**config.mk**
```make
export PLATFORM = sky130hd
export DESIGN_NAME = fastq_base_bitplane_packer_top_flat
export DESIGN_NICKNAME = d
export VERILOG_FILES = /design/src/hdl/fbp_pkg.sv /design/src/hdl/fbp_if.sv /design/src/hdl/fbp_store.sv /design/src/hdl/fbp_parse.sv /design/src/hdl/fbp_emit.sv /design/src/hdl/fastq_base_bitplane_packer_top.sv /design/src/flat_wrapper.sv
export SDC_FILE = /design/constraint.sdc
export NUM_CORES = 1
export LEC_CHECK = 0
export BUFFER_PORTS_ARGS = -buffer_cell sky130_fd_sc_hd__buf_2
export CORE_MARGIN = 2
export CORE_UTILIZATION = 60
export DETAILED_ROUTE_END_ITERATION = 10
export PLACE_DENSITY = 0.85
export SLEW_MARGIN = 10
export SYNTH_ARGS = -nofsm -noshare
export SYNTH_HDL_FRONTEND = slang
export SYNTH_SLANG_ARGS = --single-unit
```
**constraint.sdc**
```tcl
create_clock -name clk -period 9.2 [get_ports clk]
set_input_delay 0.46 -clock clk [delete_from_list [all_inputs] [get_ports clk]]
set_output_delay 0.46 -clock clk [all_outputs]
set_load 0.05 [all_outputs]
```
**src/hdl/fbp_pkg.sv**
```systemverilog
package fbp_pkg;

    // Default depth of the base store, in bases.
    localparam int DEF_MAX_READ_LENGTH = 256;

    // Bases per output word.
    localparam int GROUP_BITS  = 32;
    localparam int GROUP_SHIFT = $clog2(GROUP_BITS);
    localparam int PLANE_COUNT = 4;

    // Fixed field widths.
    localparam int BYTE_W = 8;
    localparam int WORD_W = 32;
    localparam int RL_W   = 9;
    localparam int GIDX_W = 3;
    localparam int PIDX_W = 2;
    localparam int CODE_W = 3;

    // Configuration port.
    localparam int APB_ADDR_W = 2;
    localparam int APB_DATA_W = 32;
    localparam logic [APB_ADDR_W-1:0] ADDR_READ_LENGTH  = 2'd0;
    localparam logic [RL_W-1:0]       READ_LENGTH_RESET = 9'd150;

    // Characters of interest.
    localparam logic [BYTE_W-1:0] CHAR_LF = 8'h0A;
    localparam logic [BYTE_W-1:0] CHAR_CR = 8'h0D;
    localparam logic [BYTE_W-1:0] CHAR_UA = 8'h41;
    localparam logic [BYTE_W-1:0] CHAR_UC = 8'h43;
    localparam logic [BYTE_W-1:0] CHAR_UG = 8'h47;
    localparam logic [BYTE_W-1:0] CHAR_UT = 8'h54;
    localparam logic [BYTE_W-1:0] CHAR_LA = 8'h61;
    localparam logic [BYTE_W-1:0] CHAR_LC = 8'h63;
    localparam logic [BYTE_W-1:0] CHAR_LG = 8'h67;
    localparam logic [BYTE_W-1:0] CHAR_LT = 8'h74;

    // Stored base codes; the code of a base is also its plane index.
    localparam logic [CODE_W-1:0] CODE_A     = 3'd0;
    localparam logic [CODE_W-1:0] CODE_C     = 3'd1;
    localparam logic [CODE_W-1:0] CODE_G     = 3'd2;
    localparam logic [CODE_W-1:0] CODE_T     = 3'd3;
    localparam logic [CODE_W-1:0] CODE_OTHER = 3'd4;

    localparam logic [PIDX_W-1:0] PLANE_T = 2'd3;

    function automatic logic [CODE_W-1:0] base_code(input logic [BYTE_W-1:0] b);
        logic [CODE_W-1:0] c;
        case (b)
            CHAR_UA, CHAR_LA: c = CODE_A;
            CHAR_UC, CHAR_LC: c = CODE_C;
            CHAR_UG, CHAR_LG: c = CODE_G;
            CHAR_UT, CHAR_LT: c = CODE_T;
            default:          c = CODE_OTHER;
        endcase
        return c;
    endfunction

endpackage

```
**src/hdl/fbp_if.sv**
```systemverilog
interface fbp_text_if;
    logic                      valid;
    logic                      ready;
    logic [fbp_pkg::BYTE_W-1:0] text_byte;
    logic                      end_of_input;

    modport source (output valid, output text_byte, output end_of_input, input ready);
    modport sink   (input valid, input text_byte, input end_of_input, output ready);
endinterface

interface fbp_plane_if;
    logic                       valid;
    logic                       ready;
    logic [fbp_pkg::WORD_W-1:0] plane_word;
    logic                       is_reverse;
    logic [fbp_pkg::GIDX_W-1:0] group_index;
    logic [fbp_pkg::PIDX_W-1:0] plane_index;
    logic                       last_of_record;

    modport source (output valid, output plane_word, output is_reverse, output group_index,
                    output plane_index, output last_of_record, input ready);
    modport sink   (input valid, input plane_word, input is_reverse, input group_index,
                    input plane_index, input last_of_record, output ready);
endinterface

```
**src/hdl/fbp_store.sv**
```systemverilog
module fbp_store #(
    parameter int MAX_READ_LENGTH = fbp_pkg::DEF_MAX_READ_LENGTH
) (
    input  logic                                clk,
    input  logic                                wr_en,
    input  logic [$clog2(MAX_READ_LENGTH)-1:0]  wr_addr,
    input  logic [fbp_pkg::CODE_W-1:0]          wr_code,
    input  logic [$clog2(MAX_READ_LENGTH)-1:0]  rd_addr,
    output logic [fbp_pkg::CODE_W-1:0]          rd_code
);
    import fbp_pkg::*;

    logic [CODE_W-1:0] store_reg [MAX_READ_LENGTH];
    logic [CODE_W-1:0] rd_code_reg;

    always_ff @(posedge clk)
    begin
        if (wr_en)
        begin
            store_reg[wr_addr] <= wr_code;
        end
    end

    always_ff @(posedge clk)
    begin
        rd_code_reg <= store_reg[rd_addr];
    end

    assign rd_code = rd_code_reg;

endmodule

```
**src/hdl/fbp_parse.sv**
```systemverilog
module fbp_parse #(
    parameter int MAX_READ_LENGTH = fbp_pkg::DEF_MAX_READ_LENGTH
) (
    input  logic                                              clk,
    input  logic                                              rst_n,
    input  logic [fbp_pkg::RL_W-1:0]                          read_length,
    input  logic                                              accept,
    input  logic [fbp_pkg::BYTE_W-1:0]                        text_byte,
    input  logic                                              end_of_input,
    output logic                                              wr_en,
    output logic [$clog2(MAX_READ_LENGTH)-1:0]                wr_addr,
    output logic [fbp_pkg::CODE_W-1:0]                        wr_code,
    output logic                                              start,
    output logic [$clog2(MAX_READ_LENGTH+1)-1:0]              start_len,
    output logic [$clog2((MAX_READ_LENGTH+fbp_pkg::GROUP_BITS-1)
                         /fbp_pkg::GROUP_BITS+1)-1:0]         start_groups
);
    import fbp_pkg::*;

    localparam int MAX_GROUPS = (MAX_READ_LENGTH + GROUP_BITS - 1) / GROUP_BITS;
    localparam int ADDR_W     = $clog2(MAX_READ_LENGTH);
    localparam int CNT_W      = $clog2(MAX_READ_LENGTH + 1);
    localparam int GRP_W      = $clog2(MAX_GROUPS + 1);
    localparam int LIM_W      = $clog2(MAX_GROUPS * GROUP_BITS + 1);
    localparam int CMP_W      = (CNT_W > LIM_W) ? CNT_W : LIM_W;

    localparam logic [RL_W-1:0] RL_MAX   = RL_W'(MAX_READ_LENGTH);
    localparam logic [RL_W-1:0] RL_ONE   = RL_W'(1);
    localparam logic [1:0]      PHASE_SEQ  = 2'd1;
    localparam logic [1:0]      PHASE_QUAL = 2'd3;

    logic [1:0]       phase_reg,  phase_next;
    logic             inside_reg, inside_next;
    logic [CNT_W-1:0] count_reg,  count_next;

    logic [RL_W-1:0]  rl_clamped;
    logic [RL_W:0]    rl_round;
    logic [GRP_W-1:0] groups;
    logic [LIM_W-1:0] limit;
    logic             is_term;
    logic [CNT_W-1:0] cnt_eff;
    logic             store_ok;

    // Number of 32-base groups from the clamped read length.
    always_comb
    begin
        if (read_length == '0)
        begin
            rl_clamped = RL_ONE;
        end
        else if (read_length > RL_MAX)
        begin
            rl_clamped = RL_MAX;
        end
        else
        begin
            rl_clamped = read_length;
        end
        rl_round = {1'b0, rl_clamped} + (RL_W+1)'(GROUP_BITS - 1);
        groups   = GRP_W'(rl_round >> GROUP_SHIFT);
        limit    = LIM_W'({groups, {GROUP_SHIFT{1'b0}}});
    end

    assign is_term  = (text_byte == CHAR_LF) || (text_byte == CHAR_CR);
    // The first base of a sequence line restarts the count.
    assign cnt_eff  = (!is_term && !inside_reg && phase_reg == PHASE_SEQ) ? '0 : count_reg;
    assign store_ok = (phase_reg == PHASE_SEQ) && !is_term
                      && (CMP_W'(cnt_eff) < CMP_W'(limit))
                      && (cnt_eff < CNT_W'(MAX_READ_LENGTH));

    assign wr_en   = accept && store_ok;
    assign wr_addr = cnt_eff[ADDR_W-1:0];
    assign wr_code = base_code(text_byte);

    // A record closes on the end of its quality line, or on end of input inside it.
    assign start        = accept && (phase_reg == PHASE_QUAL)
                          && (is_term ? inside_reg : end_of_input);
    assign start_len    = (CMP_W'(count_reg) < CMP_W'(limit)) ? count_reg : CNT_W'(limit);
    assign start_groups = groups;

    always_comb
    begin
        phase_next  = phase_reg;
        inside_next = inside_reg;
        count_next  = count_reg;
        if (accept)
        begin
            if (is_term)
            begin
                if (inside_reg)
                begin
                    phase_next  = phase_reg + 2'd1;
                    inside_next = 1'b0;
                end
            end
            else
            begin
                inside_next = 1'b1;
                count_next  = store_ok ? (cnt_eff + CNT_W'(1)) : cnt_eff;
            end
            if (end_of_input)
            begin
                phase_next  = '0;
                inside_next = 1'b0;
                count_next  = '0;
            end
        end
    end

    always_ff @(posedge clk or negedge rst_n)
    begin
        if (!rst_n)
        begin
            phase_reg  <= '0;
            inside_reg <= 1'b0;
            count_reg  <= '0;
        end
        else
        begin
            phase_reg  <= phase_next;
            inside_reg <= inside_next;
            count_reg  <= count_next;
        end
    end

endmodule

```
**src/hdl/fbp_emit.sv**
```systemverilog
module fbp_emit #(
    parameter int MAX_READ_LENGTH = fbp_pkg::DEF_MAX_READ_LENGTH
) (
    input  logic                                              clk,
    input  logic                                              rst_n,
    input  logic                                              start,
    input  logic [$clog2(MAX_READ_LENGTH+1)-1:0]              start_len,
    input  logic [$clog2((MAX_READ_LENGTH+fbp_pkg::GROUP_BITS-1)
                         /fbp_pkg::GROUP_BITS+1)-1:0]         start_groups,
    output logic [$clog2(MAX_READ_LENGTH)-1:0]                rd_addr,
    input  logic [fbp_pkg::CODE_W-1:0]                        rd_code,
    output logic                                              busy,
    fbp_plane_if.source                                       plane_ch
);
    import fbp_pkg::*;

    localparam int MAX_GROUPS = (MAX_READ_LENGTH + GROUP_BITS - 1) / GROUP_BITS;
    localparam int ADDR_W     = $clog2(MAX_READ_LENGTH);
    localparam int CNT_W      = $clog2(MAX_READ_LENGTH + 1);
    localparam int GRP_W      = $clog2(MAX_GROUPS + 1);
    localparam int GI_W       = (MAX_GROUPS > 1) ? $clog2(MAX_GROUPS) : 1;
    localparam int POS_W      = GI_W + GROUP_SHIFT;
    localparam int CMP_W      = (POS_W > CNT_W) ? POS_W : CNT_W;
    localparam int BIT_W      = $clog2(GROUP_BITS + 1);

    typedef enum logic [2:0] {
        ST_IDLE = 3'b001,
        ST_FILL = 3'b010,
        ST_SEND = 3'b100
    } emit_state_t;

    emit_state_t       state_reg, state_next;
    logic [CNT_W-1:0]  len_reg, len_next;
    logic [GRP_W-1:0]  groups_reg, groups_next;
    logic              rev_reg, rev_next;
    logic [GI_W-1:0]   grp_reg, grp_next;
    logic [BIT_W-1:0]  bit_reg, bit_next;
    logic [PIDX_W-1:0] plane_reg, plane_next;
    logic              vld_d_reg, vld_d_next;
    logic              out_valid_reg, out_valid_next;

    logic [WORD_W-1:0] sr_reg [PLANE_COUNT];
    logic [WORD_W-1:0] sr_next [PLANE_COUNT];
    logic [WORD_W-1:0] out_word_reg, out_word_next;
    logic              out_rev_reg, out_rev_next;
    logic [GIDX_W-1:0] out_grp_reg, out_grp_next;
    logic [PIDX_W-1:0] out_plane_reg, out_plane_next;
    logic              out_last_reg, out_last_next;

    logic [CMP_W-1:0]  pos;
    logic [CMP_W-1:0]  rev_pos;
    logic              pos_valid;
    logic              last_group;
    logic              out_load;
    logic              shift_en;

    // Bit position covered by this read, forward or mirrored.
    assign pos       = CMP_W'({grp_reg, bit_reg[GROUP_SHIFT-1:0]});
    assign rev_pos   = CMP_W'(len_reg) - CMP_W'(1) - pos;
    assign pos_valid = (pos < CMP_W'(len_reg)) && (bit_reg < BIT_W'(GROUP_BITS));
    assign rd_addr   = rev_reg ? rev_pos[ADDR_W-1:0] : pos[ADDR_W-1:0];

    assign last_group = (GRP_W'(grp_reg) + GRP_W'(1)) == groups_reg;
    assign out_load   = !out_valid_reg || plane_ch.ready;
    assign shift_en   = (state_reg == ST_FILL) && (bit_reg != '0);
    assign busy       = (state_reg != ST_IDLE);

    always_comb
    begin
        for (int k = 0; k < PLANE_COUNT; k++)
        begin
            if (shift_en)
            begin
                sr_next[k] = {vld_d_reg && (rd_code == (rev_reg ? CODE_W'(PLANE_COUNT - 1 - k)
                                                                : CODE_W'(k))),
                              sr_reg[k][WORD_W-1:1]};
            end
            else
            begin
                sr_next[k] = sr_reg[k];
            end
        end
    end

    always_comb
    begin
        state_next     = state_reg;
        len_next       = len_reg;
        groups_next    = groups_reg;
        rev_next       = rev_reg;
        grp_next       = grp_reg;
        bit_next       = bit_reg;
        plane_next     = plane_reg;
        vld_d_next     = pos_valid;
        out_valid_next = out_valid_reg;
        out_word_next  = out_word_reg;
        out_rev_next   = out_rev_reg;
        out_grp_next   = out_grp_reg;
        out_plane_next = out_plane_reg;
        out_last_next  = out_last_reg;

        if (out_valid_reg && plane_ch.ready)
        begin
            out_valid_next = 1'b0;
        end

        case (state_reg)
            ST_IDLE:
            begin
                if (start)
                begin
                    len_next    = start_len;
                    groups_next = start_groups;
                    rev_next    = 1'b0;
                    grp_next    = '0;
                    bit_next    = '0;
                    state_next  = ST_FILL;
                end
            end
            ST_FILL:
            begin
                if (bit_reg == BIT_W'(GROUP_BITS))
                begin
                    plane_next = '0;
                    state_next = ST_SEND;
                end
                else
                begin
                    bit_next = bit_reg + BIT_W'(1);
                end
            end
            ST_SEND:
            begin
                if (out_load)
                begin
                    out_valid_next = 1'b1;
                    out_word_next  = sr_reg[plane_reg];
                    out_rev_next   = rev_reg;
                    out_grp_next   = GIDX_W'(grp_reg);
                    out_plane_next = plane_reg;
                    out_last_next  = rev_reg && last_group && (plane_reg == PLANE_T);
                    plane_next     = plane_reg + PIDX_W'(1);
                    if (plane_reg == PLANE_T)
                    begin
                        bit_next = '0;
                        if (!last_group)
                        begin
                            grp_next   = grp_reg + GI_W'(1);
                            state_next = ST_FILL;
                        end
                        else if (!rev_reg)
                        begin
                            rev_next   = 1'b1;
                            grp_next   = '0;
                            state_next = ST_FILL;
                        end
                        else
                        begin
                            state_next = ST_IDLE;
                        end
                    end
                end
            end
            default:
            begin
                state_next = ST_IDLE;
            end
        endcase
    end

    always_ff @(posedge clk or negedge rst_n)
    begin
        if (!rst_n)
        begin
            state_reg     <= ST_IDLE;
            len_reg       <= '0;
            groups_reg    <= '0;
            rev_reg       <= 1'b0;
            grp_reg       <= '0;
            bit_reg       <= '0;
            plane_reg     <= '0;
            vld_d_reg     <= 1'b0;
            out_valid_reg <= 1'b0;
        end
        else
        begin
            state_reg     <= state_next;
            len_reg       <= len_next;
            groups_reg    <= groups_next;
            rev_reg       <= rev_next;
            grp_reg       <= grp_next;
            bit_reg       <= bit_next;
            plane_reg     <= plane_next;
            vld_d_reg     <= vld_d_next;
            out_valid_reg <= out_valid_next;
        end
    end

    always_ff @(posedge clk)
    begin
        sr_reg        <= sr_next;
        out_word_reg  <= out_word_next;
        out_rev_reg   <= out_rev_next;
        out_grp_reg   <= out_grp_next;
        out_plane_reg <= out_plane_next;
        out_last_reg  <= out_last_next;
    end

    assign plane_ch.valid          = out_valid_reg;
    assign plane_ch.plane_word     = out_word_reg;
    assign plane_ch.is_reverse     = out_rev_reg;
    assign plane_ch.group_index    = out_grp_reg;
    assign plane_ch.plane_index    = out_plane_reg;
    assign plane_ch.last_of_record = out_last_reg;

    // A new record may only be started while the sequencer is free.
    assert property (@(posedge clk) disable iff (!rst_n)
        start |-> state_reg == ST_IDLE)
        else $error("record started while emission in progress");

    // The closing word of a record is always the reverse T plane.
    assert property (@(posedge clk) disable iff (!rst_n)
        (out_valid_reg && out_last_reg) |-> (out_rev_reg && out_plane_reg == PLANE_T))
        else $error("last_of_record on a word other than reverse T");

    // The fill counter never runs past one group.
    assert property (@(posedge clk) disable iff (!rst_n)
        state_reg == ST_FILL |-> bit_reg <= BIT_W'(GROUP_BITS))
        else $error("fill counter overran a group");

    // Leaving the send state after the reverse strand finishes on the final group.
    assert property (@(posedge clk) disable iff (!rst_n)
        (state_reg == ST_SEND && state_next == ST_IDLE) |=> (out_valid_reg && out_last_reg))
        else $error("record ended without a last word");

endmodule

```
**src/hdl/fastq_base_bitplane_packer_top.sv**
```systemverilog
// FASTQ base bit-plane packer. Text enters one byte per beat on text_ch and is
// accepted at one byte per cycle while no record is being emitted. Bases of
// each record's sequence line go into an on-chip store (up to 32 times
// ceil(read_length/32) bases, at most MAX_READ_LENGTH). When the record's
// quality line closes (on CR, LF, or an end_of_input beat inside it) the block
// stops taking text and sends 8*n beats on plane_ch, n = ceil(read_length/32):
// forward strand group by group as planes A, C, G, T, then the reverse
// complement in the same order, the final beat flagged last_of_record. Each
// 32-bit word is assembled one base per cycle from the store's single read
// port, then the four plane words of the group are sent, waiting while
// plane_ch is stalled; a record holds off text input until all its words
// are loaded for sending. A finished word waits in an output register, so
// the last word of a record can still be pending while text of the next
// record is accepted. read_length sits at APB byte address 0, resets to
// 150, and should be written only while the block is idle.
module fastq_base_bitplane_packer_top #(
    parameter int MAX_READ_LENGTH = fbp_pkg::DEF_MAX_READ_LENGTH
) (
    input  logic                               clk,
    input  logic                               rst_n,
    input  logic                               psel,
    input  logic                               penable,
    input  logic                               pwrite,
    input  logic [fbp_pkg::APB_ADDR_W-1:0]     paddr,
    input  logic [fbp_pkg::APB_DATA_W-1:0]     pwdata,
    output logic [fbp_pkg::APB_DATA_W-1:0]     prdata,
    output logic                               pready,
    fbp_text_if.sink                           text_ch,
    fbp_plane_if.source                        plane_ch
);
    import fbp_pkg::*;

    localparam int MAX_GROUPS = (MAX_READ_LENGTH + GROUP_BITS - 1) / GROUP_BITS;
    localparam int ADDR_W     = $clog2(MAX_READ_LENGTH);
    localparam int CNT_W      = $clog2(MAX_READ_LENGTH + 1);
    localparam int GRP_W      = $clog2(MAX_GROUPS + 1);

    logic [RL_W-1:0]   read_length_reg, read_length_next;
    logic              cfg_write;

    logic              accept;
    logic              busy;
    logic              wr_en;
    logic [ADDR_W-1:0] wr_addr;
    logic [CODE_W-1:0] wr_code;
    logic [ADDR_W-1:0] rd_addr;
    logic [CODE_W-1:0] rd_code;
    logic              start;
    logic [CNT_W-1:0]  start_len;
    logic [GRP_W-1:0]  start_groups;

    // The register port never inserts wait states.
    assign pready    = 1'b1;
    assign cfg_write = psel && penable && pwrite && pready && (paddr == ADDR_READ_LENGTH);
    assign read_length_next = cfg_write ? pwdata[RL_W-1:0] : read_length_reg;
    assign prdata    = (paddr == ADDR_READ_LENGTH)
                       ? APB_DATA_W'(read_length_reg) : '0;

    always_ff @(posedge clk or negedge rst_n)
    begin
        if (!rst_n)
        begin
            read_length_reg <= READ_LENGTH_RESET;
        end
        else
        begin
            read_length_reg <= read_length_next;
        end
    end

    // Text is taken whenever the emission sequencer is free.
    assign text_ch.ready = !busy;
    assign accept        = text_ch.valid && text_ch.ready;

    fbp_parse #(
        .MAX_READ_LENGTH (MAX_READ_LENGTH)
    ) u_parse (
        .clk          (clk),
        .rst_n        (rst_n),
        .read_length  (read_length_reg),
        .accept       (accept),
        .text_byte    (text_ch.text_byte),
        .end_of_input (text_ch.end_of_input),
        .wr_en        (wr_en),
        .wr_addr      (wr_addr),
        .wr_code      (wr_code),
        .start        (start),
        .start_len    (start_len),
        .start_groups (start_groups)
    );

    fbp_store #(
        .MAX_READ_LENGTH (MAX_READ_LENGTH)
    ) u_store (
        .clk     (clk),
        .wr_en   (wr_en),
        .wr_addr (wr_addr),
        .wr_code (wr_code),
        .rd_addr (rd_addr),
        .rd_code (rd_code)
    );

    fbp_emit #(
        .MAX_READ_LENGTH (MAX_READ_LENGTH)
    ) u_emit (
        .clk          (clk),
        .rst_n        (rst_n),
        .start        (start),
        .start_len    (start_len),
        .start_groups (start_groups),
        .rd_addr      (rd_addr),
        .rd_code      (rd_code),
        .busy         (busy),
        .plane_ch     (plane_ch)
    );

endmodule

```
**src/flat_wrapper.sv**
```systemverilog
// flat-port wrapper written by rule: the top's interface ports become plain ports
module fastq_base_bitplane_packer_top_flat import fbp_pkg::*;
#(
    parameter int MAX_READ_LENGTH = fbp_pkg::DEF_MAX_READ_LENGTH
)
  (clk, rst_n, psel, penable, pwrite, paddr, pwdata, prdata, pready, text_ch_valid, text_ch_text_byte, text_ch_end_of_input, text_ch_ready, plane_ch_valid, plane_ch_plane_word, plane_ch_is_reverse, plane_ch_group_index, plane_ch_plane_index, plane_ch_last_of_record, plane_ch_ready);
  fbp_text_if text_ch_i ();
  fbp_plane_if plane_ch_i ();
  input  logic clk;
  input  logic rst_n;
  input  logic psel;
  input  logic penable;
  input  logic pwrite;
  input  logic [fbp_pkg::APB_ADDR_W-1:0] paddr;
  input  logic [fbp_pkg::APB_DATA_W-1:0] pwdata;
  output logic [fbp_pkg::APB_DATA_W-1:0] prdata;
  output logic pready;
  input wire logic [$bits(text_ch_i.valid)-1:0] text_ch_valid;
  input wire logic [$bits(text_ch_i.text_byte)-1:0] text_ch_text_byte;
  input wire logic [$bits(text_ch_i.end_of_input)-1:0] text_ch_end_of_input;
  output wire logic [$bits(text_ch_i.ready)-1:0] text_ch_ready;
  output wire logic [$bits(plane_ch_i.valid)-1:0] plane_ch_valid;
  output wire logic [$bits(plane_ch_i.plane_word)-1:0] plane_ch_plane_word;
  output wire logic [$bits(plane_ch_i.is_reverse)-1:0] plane_ch_is_reverse;
  output wire logic [$bits(plane_ch_i.group_index)-1:0] plane_ch_group_index;
  output wire logic [$bits(plane_ch_i.plane_index)-1:0] plane_ch_plane_index;
  output wire logic [$bits(plane_ch_i.last_of_record)-1:0] plane_ch_last_of_record;
  input wire logic [$bits(plane_ch_i.ready)-1:0] plane_ch_ready;
  assign text_ch_i.valid = text_ch_valid;
  assign text_ch_i.text_byte = text_ch_text_byte;
  assign text_ch_i.end_of_input = text_ch_end_of_input;
  assign text_ch_ready = text_ch_i.ready;
  assign plane_ch_valid = plane_ch_i.valid;
  assign plane_ch_plane_word = plane_ch_i.plane_word;
  assign plane_ch_is_reverse = plane_ch_i.is_reverse;
  assign plane_ch_group_index = plane_ch_i.group_index;
  assign plane_ch_plane_index = plane_ch_i.plane_index;
  assign plane_ch_last_of_record = plane_ch_i.last_of_record;
  assign plane_ch_i.ready = plane_ch_ready;
  fastq_base_bitplane_packer_top #(.MAX_READ_LENGTH(MAX_READ_LENGTH)) u_core (.clk(clk), .rst_n(rst_n), .psel(psel), .penable(penable), .pwrite(pwrite), .paddr(paddr), .pwdata(pwdata), .prdata(prdata), .pready(pready), .text_ch(text_ch_i), .plane_ch(plane_ch_i));
endmodule
```
[Word-level counts from Yosys, hierarchy flattened]
Memories as Yosys holds them, arrays and structs flattened. A register that Yosys moved wholly into a read port is not among the register bits.
Cells that the tools add are included.
Operators by class
  eq/ne operators: 31
  multiplexer cells: 53
  reductions and logical operators: 48
  bitwise operators: 1
  divide/modulo/power cells: 0
  multiply operators: 0
  shifts and indexed selects: 0
  $lt $le $gt $ge: 7
  $add $sub $neg: 9
Operators with widths (number)
  $mux W9: 8
  $bmux W32 S2: 1
  $eq A8 B7 Y1 const B: 8
  $mux W32: 2
  $mux W3: 9
  $mux W6: 4
  $logic_and A1 B1 Y1: 21
  $mux W2: 10
  $lt A9 B9 Y1: 2
  $pmux W6 S3: 1
  $eq A8 B4 Y1 const B: 2
  $reduce_and A5 Y1: 3
  $mux W1: 12
  $pmux W3 S4: 1
  $ne A2 B2 Y1 const B: 5
  $add A9 B1 Y9 const B: 1
  $add A9 B5 Y9 const B: 1
  $eq A3 B2 Y1: 3
  $gt A9 B9 Y1 const B: 1
  $logic_not A9 Y1: 1
  $lt A8 B9 Y1: 1
  $lt A9 B9 Y1 const B: 1
  $pmux W3 S3: 1
  $mux W8: 1
  other kinds (33): 49
Storage, ports and cells
  bits in read-only memories: 0
  memories kept: 1
  logic and storage cells: 172
  bits in latches: 0
  register bits: 218
  RAM bits: 768
  input port bits: 50
Memory list
  u_core.u_store.store_reg: depth 256, width 3, read ports 1, clocked after memory_dff 1, wr ports 1, RTL line fbp_store.sv:13  | logic [CODE_W-1:0] store_reg [MAX_READ_LENGTH];

[Logic depth before layout (Yosys ltp)]
  word-level depth: 12
  depth in mapped cells: 18
  depth with buffers taken out: 14

[Modules after synthesis]
From an unflattened synthesis, not the netlist that was laid out.
Second synthesis, totals
  cell total of the unflattened synthesis: 2360
  area, all modules: 40779.1 sq um
By module, submodules not included
  fbp_store: sequential area each 23122.2 sq um, times used 1, area each 31038.5 sq um, cells an instance 1713
  fbp_emit: sequential area each 5766.8 sq um, times used 1, area each 7811.2 sq um, cells an instance 431
  fbp_parse: sequential area each 300.3 sq um, times used 1, area each 1300.0 sq um, cells an instance 159
  fastq_base_bitplane_packer_top: sequential area each 230.2 sq um, times used 1, area each 629.4 sq um, cells an instance 57

[Worst setup path before layout]
OpenSTA, ideal clock, no wires.
  path type: in2reg
  from: in text_ch_text_byte[2]
  to: mem u_core.u_store.store_reg[0][2], data pin
  stages: 4
  slack: -3.583 ns
  arrival: 10.596 ns
  required time: 7.013 ns
  cell sequence: nor2b_1 nand2_1 nor2_1 o21ai_0
On the way
  longest elaborated chain between the ends: 3
  elaborated cells between the ends (all ways): 13
  classes of those cells: 8 x eq/ne; 1 x mux; 4 x reduce/logical
Ends and longest elaborated chain
  start: declaration: RTL line flat_wrapper.sv:19  | input wire logic [$bits(text_ch_i.text_byte)-1:0] text_ch_text_byte;
  $eq A8 B7 Y1: RTL line fbp_pkg.sv:48  | case (b)
  $reduce_or A2 Y1: RTL line fbp_pkg.sv:48
  $pmux W3 S4 (*): RTL line fbp_pkg.sv:48
  via u_core.u_parse.wr_code (one bit): RTL line fbp_parse.sv:12  | output logic [fbp_pkg::CODE_W-1:0] wr_code,
  end: declaration: RTL line fbp_store.sv:13
Mark *: on every way through the listed nets, which the timed path passes. The rest lies on a longest branch.

[Worst setup path after layout]
  from: reg u_core.u_emit.bit_reg[0]
  to: reg u_core.u_store.rd_code_reg[1], in the netlist u_core.u_store.rd_code[1] (read register of u_core.u_store.store_reg)
On the way
  longest elaborated chain between the ends: 2
Ends and longest elaborated chain
  start: declaration: RTL line fbp_emit.sv:37  | logic [BIT_W-1:0] bit_reg, bit_next;
  start signal: assignment: RTL line fbp_emit.sv:192  | bit_reg <= bit_next;
  $sub A8 B8 Y8: RTL line fbp_emit.sv:59  | assign rev_pos = CMP_W'(len_reg) - CMP_W'(1) - pos;
  $mux W8 (*): RTL line fbp_emit.sv:61  | assign rd_addr = rev_reg ? rev_pos[ADDR_W-1:0] : pos[ADDR_W-1:0];
  end: declaration: RTL line fbp_store.sv:14  | logic [CODE_W-1:0] rd_code_reg;
Every way passes the cells marked *; elsewhere a longest branch is shown, timed or not.
A chain may end at the register's enable or synchronous reset.

==> impl_metrics.env <==
export IMPL_outcome="finished clean"
export IMPL_final_common_cell="edfxtp_1"
export IMPL_reg2reg_setup_slack_ns=3.15
export IMPL_p_int_w=0.00714
export IMPL_cts_tree="built"
export IMPL_gp_congestion=0.851
export IMPL_clock_path_buffers=3
export IMPL_synth_cell_types=84
export IMPL_die_area_um2=69800
export IMPL_hpwl_um=54400
export IMPL_worstPathCellList="inv_1 > ha_1 > inv_1 > fa_1 > nand2_1 > and2_4 > buf_4 > mux4_2 > mux2_2 > o2bb2ai_1 > a221oi_1 > o21ai_0 > a211oi_1 > o2bb2ai_1"
export IMPL_yosys_area_top_type="edfxtp_1"
export IMPL_ir_worst_vdd_mv=0.165
export IMPL_p_comb_share_pct=1.6
export IMPL_critical_path_slowest_cell="nand2_1"
export IMPL_slew_headroom_pct=16.7
export IMPL_root_buffer="clkbuf_16"
export IMPL_grt_usage_pct=28.2
export IMPL_area_growth_pct=10.8
export IMPL_die_w_um=264
export IMPL_power_share_clock_pct=43.6
export IMPL_grt_pass1_vias=23700
export IMPL_fin_util_pct=67.1
export IMPL_synth_edf_count=935
export IMPL_cts_max_level=3
export IMPL_cp_max_fo=53
export IMPL_final_cell_mix="935 x edfxtp_1, 318 x nor2_1, 196 x mux4_2"
export IMPL_max_stage_delay_ns=0.77
export IMPL_yosys_register_bits=989
export IMPL_cap_violations=0
export IMPL_grt_overflow=0
export IMPL_finalCritPeriodShare_pct=65.8
export IMPL_skew_ns=0.0288
export IMPL_antennaDiodeCount=0
export IMPL_cp_num_buf_inv=3
export IMPL_use_met1_pct=36.4
export IMPL_avgSynthCellArea_um2=16.8
export IMPL_swShare_pct=19.9
export IMPL_finalMaxSlewViolations=0
export IMPL_seqPwrFrac_pct=54.8
export IMPL_setup_ws_ns=3.15
export IMPL_worstSetupPathType="reg2reg"
export IMPL_num_rows=95
export IMPL_p_per_area_nw_per_um2=198
export IMPL_setup_viol=0
export IMPL_drt_iter0_drc=3302
export IMPL_grt_max_degree=257
export IMPL_start_util_pct=60.6
export IMPL_start_kind="flip-flop"
export IMPL_largest_reg_flops=768
export IMPL_post_drt_wl_per_cell_um=28.5
export IMPL_fmax_ghz=0.165
export IMPL_top_usage_layer="met2"
export IMPL_synthArstFlopShare_pct=5.16
export IMPL_synthTopCellsByArea="edfxtp_1 69%, mux4_2 11%, nor2_1 2.9%"
export IMPL_hp_class="in2reg"
export IMPL_drc=0
export IMPL_drive_gt1_share_pct=19.9
export IMPL_p_leak_nw=14.0
export IMPL_grt_pass1_wl_um=146000
export IMPL_num_vias=23200
export IMPL_yosysTopAreaCellShare_pct=69.1
export IMPL_worstMarginPinSlew_ns=1.25
export IMPL_numCtsBuffers=91
export IMPL_clk_latency_ns=0.66
export IMPL_grtUsageMet2_pct=45.8
export IMPL_rsz0062_at_grt="no"
export IMPL_num_nets_final=2573
export IMPL_firstDrtPassIters=5
export IMPL_clk_pin_slew_worst_paths_ns=0.06
export IMPL_crit_family="simple AND/OR/NAND/NOR gates"
export IMPL_port_buffers=76
export IMPL_arrival_ns=6.54
export IMPL_seq_area_frac_synth_pct=72.4
export IMPL_cts_resized=0
export IMPL_cp_end_kind="flip-flop"
export IMPL_antenna_left=0
export IMPL_avgViaCountPerCell=6.75
export IMPL_fp_coreArea_um2=67000
export IMPL_synthCells=2418
export IMPL_min_period_ns=6.05
export IMPL_critPathRequiredTime_ns=9.68
export IMPL_synthFlopType="edfxtp_1"
export IMPL_io_pins=124
export IMPL_die_y_um=264
export IMPL_timing_final_hold_violations=0
export IMPL_cts_sinks=989
export IMPL_ys_warn_count=0
export IMPL_wl_um=98000
export IMPL_grtUsageMet3_pct=6.64
export IMPL_tns_ns=0
export IMPL_place_ws_ns=3.54
export IMPL_antenna_found_initial=2
export IMPL_netlist_area_um2=40600
export IMPL_p_switching_w=0.00178
## layer usage
| layer | wire length (um) | share of wire [%] |
|---|---|---|
| met3 | 11200 | 11 |
| met5 | 26 | 0.027 |
| met1 | 33800 | 35 |
| met2 | 47800 | 49 |
| met4 | 5090 | 5.2 |
## path summary, 6_finish.rpt
kind                                               to  cells past startpoint                startpoint
max                         u_core.u_store.rd_code[1]                     14  u_core.u_emit.bit_reg[0]
min                         u_core.read_length_reg[2]                      2                 pwdata[2]
max reg2reg                 u_core.u_store.rd_code[1]                     14  u_core.u_emit.bit_reg[0]
min reg2reg                  u_core.u_emit.sr_reg[55]                      0  u_core.u_emit.sr_reg[56]
max in group asynchronous  u_core.u_emit.plane_reg[0]                      3                     rst_n
min in group asynchronous   u_core.read_length_reg[6]                      3                     rst_n
## stage by stage
stage	hold slack, ns	instance area, um^2	cells	total power [W]
after CTS	0.0233	45000	3440	0.00895
after global placement	0.424	41900	3272	0.00512
after detailed placement	0.430	41900	3272	0.00513
after global routing	0.0408	45000	3440	0.00911
final	0.0437	45000	3440	0.00892
after floorplan	0.164	40700	2440	0.00509
## cells by family (layout without fill, tap and decap cells)
group | Yosys count | in the layout | share of synthesized area (%)
other | 2 | 24 | 0.0185
AOI/OAI and AO/OA | 231 | 231 | 3.76
adders and majority gates | 30 | 30 | 0.943
DFF | 989 | 989 | 72.4
muxes | 277 | 277 | 12.9
and+or+nand+nor | 684 | 684 | 7.54
xor gates and xnor gates | 11 | 11 | 0.237
buffers and inverters | 194 | 321 | 2.15
## final cells by class
type                            instances  area, um^2
Multi-Input combinational cell       1257       10500
Tap cell                              873        1090
Inverter                               32         120
Clock inverter                         55         588
Fill cell                            4038       22100
Clock buffer                          112        2470
Timing Repair Buffer                  122         753
Sequential cell                       989       29400
## timing repair
action,CTS,global route
buffers inserted,0,0
hold buffers,1,0
endpoints found under the hold margin,46,0
## power groups by stage
stage	registers [W]	clock network [W]	logic, W
global placement	0.00498	0	0.000136
floorplan	0.00499	0	0.000106
finish	0.00489	0.00389	0.000143
global route	0.00489	0.00407	0.000155
CTS	0.00489	0.00391	0.000143
detailed placement	0.00499	0	0.000142
## cell usage after synthesis (4+ instances only)
| library cell | n |
|---|---|
| edfxtp_1 | 935 |
| nor2_1 | 318 |
| mux4_2 | 196 |
| nand2_1 | 194 |
| clkbuf_1 | 85 |
| mux2i_1 | 63 |
| o21ai_0 | 61 |
| dfrtp_1 | 46 |
| and3_1 | 38 |
| buf_2 | 36 |
| a21oi_1 | 32 |
| inv_1 | 31 |
| nand3_1 | 31 |
| a211oi_1 | 30 |
| ha_1 | 29 |
| buf_4 | 25 |
| a31oi_1 | 21 |
| mux2_2 | 18 |
| and2_1 | 15 |
| buf_1 | 15 |
| nor3_1 | 14 |
| nand2b_1 | 12 |
| nand4_1 | 10 |
| o22ai_1 | 10 |
| o211ai_1 | 7 |
| xnor2_1 | 7 |
| o21a_1 | 6 |
| a221oi_1 | 5 |
| dfstp_2 | 5 |
| nor2b_1 | 5 |
| nor3b_1 | 5 |
| nor4_1 | 5 |
| o21ai_1 | 5 |
| a2111oi_0 | 4 |
| a32oi_1 | 4 |
| nand3b_1 | 4 |
| o2111ai_1 | 4 |
| o41ai_1 | 4 |
| or2_2 | 4 |
| or3_1 | 4 |
| xor2_1 | 4 |
Power figures use the tool's default switching activity.
